### src/design/lft_pkg.sv
// ----------------------------------------------------------------------------
// lft_pkg: shared types and constants for the LRU frame table
// Field widths, the search token that runs along the cell chain, and the
// write-back request that updates one frame.
// ----------------------------------------------------------------------------
package lft_pkg;

  localparam int NUM_FRAMES = 64;
  localparam int IDX_W      = (NUM_FRAMES > 1) ? $clog2(NUM_FRAMES) : 1;
  localparam int CNT_W      = $clog2(NUM_FRAMES + 1);

  localparam int PID_W   = 16;
  localparam int PAGE_W  = 20;
  localparam int STAMP_W = 32;
  localparam int CFG_W   = 7;
  localparam int FIDX_W  = 6;
  localparam int FREED_W = 7;
  localparam int OUTC_W  = 2;

  localparam logic [CFG_W-1:0]   CFG_RESET = CFG_W'(64);
  localparam logic [STAMP_W-1:0] STAMP_MAX = '1;
  localparam logic [STAMP_W-1:0] STAMP_INIT = STAMP_W'(1);

  localparam logic ACT_TOUCH   = 1'b0;
  localparam logic ACT_RELEASE = 1'b1;

  localparam logic [OUTC_W-1:0] OUTC_HIT      = 2'd0;
  localparam logic [OUTC_W-1:0] OUTC_FILL     = 2'd1;
  localparam logic [OUTC_W-1:0] OUTC_EVICT    = 2'd2;
  localparam logic [OUTC_W-1:0] OUTC_RELEASED = 2'd3;

  typedef logic [PID_W-1:0]   pid_t;
  typedef logic [PAGE_W-1:0]  page_t;
  typedef logic [STAMP_W-1:0] stamp_t;
  typedef logic [IDX_W-1:0]   idx_t;
  typedef logic [CNT_W-1:0]   cnt_t;

  // Search token: request fields plus the running hit / empty / oldest scan
  typedef struct packed {
    logic   valid;
    logic   release_op;
    pid_t   pid;
    page_t  page;
    logic   hit;
    idx_t   hit_idx;
    logic   have_empty;
    idx_t   empty_idx;
    logic   have_old;
    stamp_t old_stamp;
    idx_t   old_idx;
    pid_t   old_owner;
    page_t  old_page;
    cnt_t   freed;
  } token_t;

  // Frame update broadcast to all cells
  typedef struct packed {
    logic   en;
    logic   stamp_only;
    idx_t   idx;
    pid_t   owner;
    page_t  page;
    stamp_t stamp;
  } wb_t;

endpackage

### src/design/lft_cell.sv
// ----------------------------------------------------------------------------
// lft_cell: one frame of the table
// Holds owner, page and stamp of its frame, folds its entry into the passing
// search token, clears itself on a matching release, and takes write-backs.
// ----------------------------------------------------------------------------
module lft_cell import lft_pkg::*; (
  input  logic   clk_i,
  input  logic   rst_ni,
  input  idx_t   idx_i,
  input  cnt_t   active_i,
  input  token_t tok_i,
  input  wb_t    wb_i,
  output token_t tok_o
);

  pid_t   owner_q, owner_d;
  page_t  page_q, page_d;
  stamp_t stamp_q, stamp_d;
  token_t tok_q, tok_d;
  logic   in_range;
  logic   empty;

  assign in_range = CNT_W'(idx_i) < active_i;
  assign empty    = (owner_q == '0);

  always_comb begin
    tok_d   = tok_i;
    owner_d = owner_q;
    page_d  = page_q;
    stamp_d = stamp_q;
    if (tok_i.valid) begin
      if (tok_i.release_op) begin
        if (tok_i.pid != '0 && owner_q == tok_i.pid) begin
          owner_d   = '0;
          tok_d.freed = tok_i.freed + 1'b1;
        end
      end else if (in_range) begin
        if (empty) begin
          if (!tok_i.have_empty) begin
            tok_d.have_empty = 1'b1;
            tok_d.empty_idx  = idx_i;
          end
        end else begin
          if (!tok_i.hit && tok_i.pid != '0 && owner_q == tok_i.pid &&
              page_q == tok_i.page) begin
            tok_d.hit     = 1'b1;
            tok_d.hit_idx = idx_i;
          end
          // strict less-than keeps the lowest index on equal stamps
          if (!tok_i.have_old || stamp_q < tok_i.old_stamp) begin
            tok_d.have_old  = 1'b1;
            tok_d.old_stamp = stamp_q;
            tok_d.old_idx   = idx_i;
            tok_d.old_owner = owner_q;
            tok_d.old_page  = page_q;
          end
        end
      end
    end
    if (wb_i.en && wb_i.idx == idx_i) begin
      stamp_d = wb_i.stamp;
      if (!wb_i.stamp_only) begin
        owner_d = wb_i.owner;
        page_d  = wb_i.page;
      end
    end
  end

  always_ff @(posedge clk_i or negedge rst_ni) begin
    if (!rst_ni) begin
      owner_q <= '0;
      tok_q   <= '0;
    end else begin
      owner_q <= owner_d;
      tok_q   <= tok_d;
    end
  end

  always_ff @(posedge clk_i) begin
    page_q  <= page_d;
    stamp_q <= stamp_d;
  end

  assign tok_o = tok_q;

endmodule

### config.mk
export PLATFORM = sky130hd
export DESIGN_NAME = lft_cell
export DESIGN_NICKNAME = d
export VERILOG_FILES = /design/src/design/lft_pkg.sv /design/src/design/lft_cell.sv
export SDC_FILE = /design/constraint.sdc
export NUM_CORES = 1
export LEC_CHECK = 0
export ABC_AREA = 1
export BUFFER_PORTS_ARGS = -buffer_cell sky130_fd_sc_hd__buf_2
export CAP_MARGIN = 10
export CORE_UTILIZATION = 35
export DETAILED_ROUTE_END_ITERATION = 6
export PLACE_DENSITY = 0.65
export SETUP_SLACK_MARGIN = 0.5
export SLEW_MARGIN = 20
export SYNTH_ARGS = -nofsm -noshare
export SYNTH_HDL_FRONTEND = slang
export SYNTH_SLANG_ARGS = --single-unit
### constraint.sdc
create_clock -name clk_i -period 4.5 [get_ports clk_i]
set_input_delay 0.45 -clock clk_i [delete_from_list [all_inputs] [get_ports clk_i]]
set_output_delay 0.45 -clock clk_i [all_outputs]
set_load 0.01 [all_outputs]
Word level (Yosys, flattened, before mapping)
Cells that the tools add are included.

operators by class
  add/sub/neg operators = 1
  magnitude comparators = 2
  eq/ne operators = 3
  multiplexer cells = 16
  bitwise operators = 1
  reductions and logical operators = 11

operators with widths
  operator                                      number
  two-way mux 89 bit                            2
  two-way mux 75 bit                            2
  two-way mux 96 bit                            1
  two-way mux 16 bit                            5
  two-way mux 7 bit                             5
  less-than comparator 32 bit                   1
  equality test 20 bit                          1
  equality test 16 bit                          1
  logical NOT 16 bit                            1
  nonzero test 16 bit                           1
  adder 7 x 1 -> 7 bit (second input constant)  1
  less-than comparator 6 x 7 -> 1 bit           1
  equality test 6 bit                           1
  two-way mux 6 bit                             1
  logical AND 1 bit                             5
  logical NOT 1 bit                             2
  AND reduction 2 bit                           1
  logical OR 1 bit                              1
  inverter 1 bit                                1

word-level totals
  bits in registers = 202
  bits of input ports = 225
  output and inout bits = 134

Depth between registers and ports, before layout
  depth after elaboration = 9
  depth in mapped cells = 18
  depth with buffers taken out = 16

Least setup slack after synthesis
OpenSTA, ideal clock, no wires.

  path kind = input port to flip-flop
  from = in wb_i[69] in the netlist's numbering
  to = reg page_q[0], enable pin
  library setup time = 0.361 ns
  arrival time = 3.763 ns
  data required time = 4.139 ns
  setup slack = 0.376 ns
  stages = 7
  path buffers = 1
  cell sequence = inv_1 -> nand2_1 -> o221ai_1 -> nor4_2 -> nand2_1 -> inv_2 -> buf_2

between the ends
  longest elaborated chain between the ends = 3

RTL lines
  element                        line            RTL
  start: declaration             lft_cell.sv:12  input wb_t wb_i,
  equality test 6 bit            lft_cell.sv:60  if (wb_i.en && wb_i.idx == idx_i) begin
  logical AND 1 bit              lft_cell.sv:60
  AND reduction 2 bit (no line)  --
  end signal: assignment         lft_cell.sv:80  page_q <= page_d;
  end: declaration               lft_cell.sv:17  page_t page_q, page_d;

Every way passes these cells.
A chain may end at the register's enable or synchronous reset.

==> impl_metrics.ini <==
[yosys]
synth_most_common_cell = nand2_1
synth_seq_area_share_pct = 60.83
yosysWarningCount = 0
ys_async_sr_fraction_pct = 74.26
syn_area_um2 = 8737
yosys.area.top_type = dfrtp_1
synthDominantCellAreaShare_pct = 42.96
synth.top_cells.by_area = dfrtp_1 (43%), edfxtp_1 (18%), nand2_1 (12%)
yosysUniqueCellTypes = 35
synth.ff_latch_count = 202
synth_enable_flop_cells = 52
synth_flop_cell = dfrtp_1
netlist_instances = 891
synth_fp_nets = 1153
netlist_top_cells_count = nand2_1 (284), dfrtp_1 (150), nand3_1 (103)
mean_area_per_synthesized_cell_um2 = 9.806

[route]
detail_route.wl_per_cell_um = 16.40
route.detailed.drc = 0
num_vias = 7334
detail-route-antenna-nets = 0
drt_iter0_drc = 406
first_pass_iters = 5
wl_um = 26160
route.detailed.vias_per_inst = 4.598

[power]
power.density_cell_area_nw_per_um2 = 400.6
vdd_drop_max_mv = 0.3085
leakagePower_nw = 6.135

[outcome]
outcome = finished with violations
failed_checks = negative hold slack

[die]
design.die.area_um2 = 25600
fp-row-count = 57
die_height_um = 160.0
floorplan.initialDensity_pct = 35.82
fp.dieW_um = 160.0
fp.coreArea_um2 = 24390
boundaryPins = 359

[sta]
max_freq_mhz = 354.1
finalHoldWorstSlack_ps = -11.08
finalWorstPathRequiredPeriod_ps = 2824
timing.final.crit_share_pct = 62.76
totalNegativeSetupSlack_ps = 0
fin_worst_skew_ps = 16.46
setup-violations-final = 0
grt_setup_unrepaired = no
slew_headroom_pct = 42.09
worst-slew-pin-transition_ps = 868.7
drv_slew = 0
finalHoldViolCount = 15

[setup_path]
critical_path.cell_chain = ha_1, nand2_1, o21ai_0, nand2_1, a21oi_1, nor2_1, nand2_1, nand2_4, nand2_4, nand2_1, nand2_1
crit_path_end_kind = flip-flop
crit_top_cell = nand2_1
crit_family = simple AND/OR/NAND/NOR gates
crit_type = reg2reg
path_buf_inv = 0
cpMaxStageDelayCell = nand2_4
cp.arrival_ps = 3260
crit_path_start_kind = flip-flop
crit_path_max_incr_delay_ps = 710
timing.critical_path.required_ps = 4940
worstPathMaxFanout = 74

[clock_tree]
number_of_sinks_driven_by_the_clock_tree = 202
resized_cells_post_cts = 0
worstSkewPairLatency_ps = 510
root_buffer = clkbuf_16
clk_path_buf_depth = 3
tritoncts = built
register_clock_pin_slew_on_the_reported_worst_setup_and_hold_paths_ps = 60
count_of_buffers_added_by_post_cts_timing_repair_for_setup = 0
post_cts_hold_buffer_count = 0
cts_max_level = 1
numCtsBuffers = 23

[final_layout]
layout.nets = 1513
final_core_util_pct = 47.51
layout.area.seq_um2 = 5315
drive_above_1_share_pct = 32.10
stdcell_count = 1595
area_growth_pct = 32.64
layout.filler_cells = 2372
area_occupied_by_multi_input_gates_um2 = 2924

[grt]
grt_max_degree = 78
grtUsageTotal_pct = 20.12
grt_pass1_wl_um = 40160
antenna_found_initial = 5
globalRoute.totalOverflow = 0
via_count_of_the_first_global_routing_pass = 7602

[worst_hold_path]
worst_hold_path_type = in2async

[placed_design]
hpwlAfterDp_um = 19530
place.port_buffers = 358
placedCellCount = 1550
globalplace.congestion = 0.8735

[run]
cap_violations = 0
==> placed cells by master, fill, tap and decap left out, drive strengths merged <==
master,count
xor2,12
a21oi,19
o221ai,2
clkinv,6
o211ai,2
nand3b,4
o2111ai,1
ha,37
nand4,15
a31oi,1
and3b,1
a22oi,1
o21ai,12
a22o,2
dfrtp,150
o22ai,3
bufinv,1
buf,365
inv,89
nand3,103
xnor2,11
and2,2
o21a,1
nor2,46
a21o,1
nor3,5
clkbuf,34
edfxtp,52
or2,1
nand2,285
diode,3
nor4,4
==> through the flow <==
| stage | setup WS (ps) | area [µm²] | power (mW) |
|---|---|---|---|
| final | 1676 | 11590 | 4.642 |
| after global routing | 1377 | 11590 | 4.877 |
| after CTS | 1670 | 11580 | 4.715 |
| after detailed placement | 1542 | 10830 | 2.834 |
| after global placement | 1559 | 10830 | 2.820 |
| after floorplan | 1238 | 8746 | 2.480 |
==> layout make-up <==
class	count	share of cell area, %
Antenna cell	3	0.06478
Clock buffer	34	5.949
Clock inverter	8	0.5722
Inverter	88	2.850
Multi-Input combinational cell	571	25.23
Sequential cell	202	45.86
Tap cell	324	3.498
Timing Repair Buffer	365	15.97
==> sequential cells by signal, summed over array words and instances (netlist names) <==
register,count
stamp_q,32
tok_o,134
page_q,20
owner_q,16
==> cells by family after synthesis <==
| group | synth area share (%) |
|---|---|
| fa+ha+maj | 5.299 |
| compound gates | 2.993 |
| flops | 60.83 |
| buf+inv | 5.986 |
| xor+xnor | 2.306 |
| simple gates | 22.58 |
==> metal layers <==
metal	global-route usage [%]	wire length (µm)
met5	0	10
met4	5.498	553
met1	24.72	10840
met2	35.89	13190
met3	3.870	1565
==> path summary, 6_finish.rpt <==
kind                       slack [ps]         end         from  cells past startpoint
setup / recovery                 1680   tok_o[40]  stamp_q[19]                     11
hold / removal                    -10  tok_o[101]       rst_ni                      1
setup reg to reg                 1680   tok_o[40]  stamp_q[19]                     11
hold reg to reg                   500    tok_o[7]    page_q[0]                      2
max in group asynchronous        3480   tok_o[90]       rst_ni                      2
min in group clk_i                 60  tok_o[101]   tok_i[101]                      1
==> power by group <==
part           internal (mW)  switching [mW]  leakage [nW]
Combinational          0.275           0.424          3.51
Clock                   1.12           0.734         0.374
Sequential              2.02          0.0698          2.25
Power figures use the tool's default switching activity.
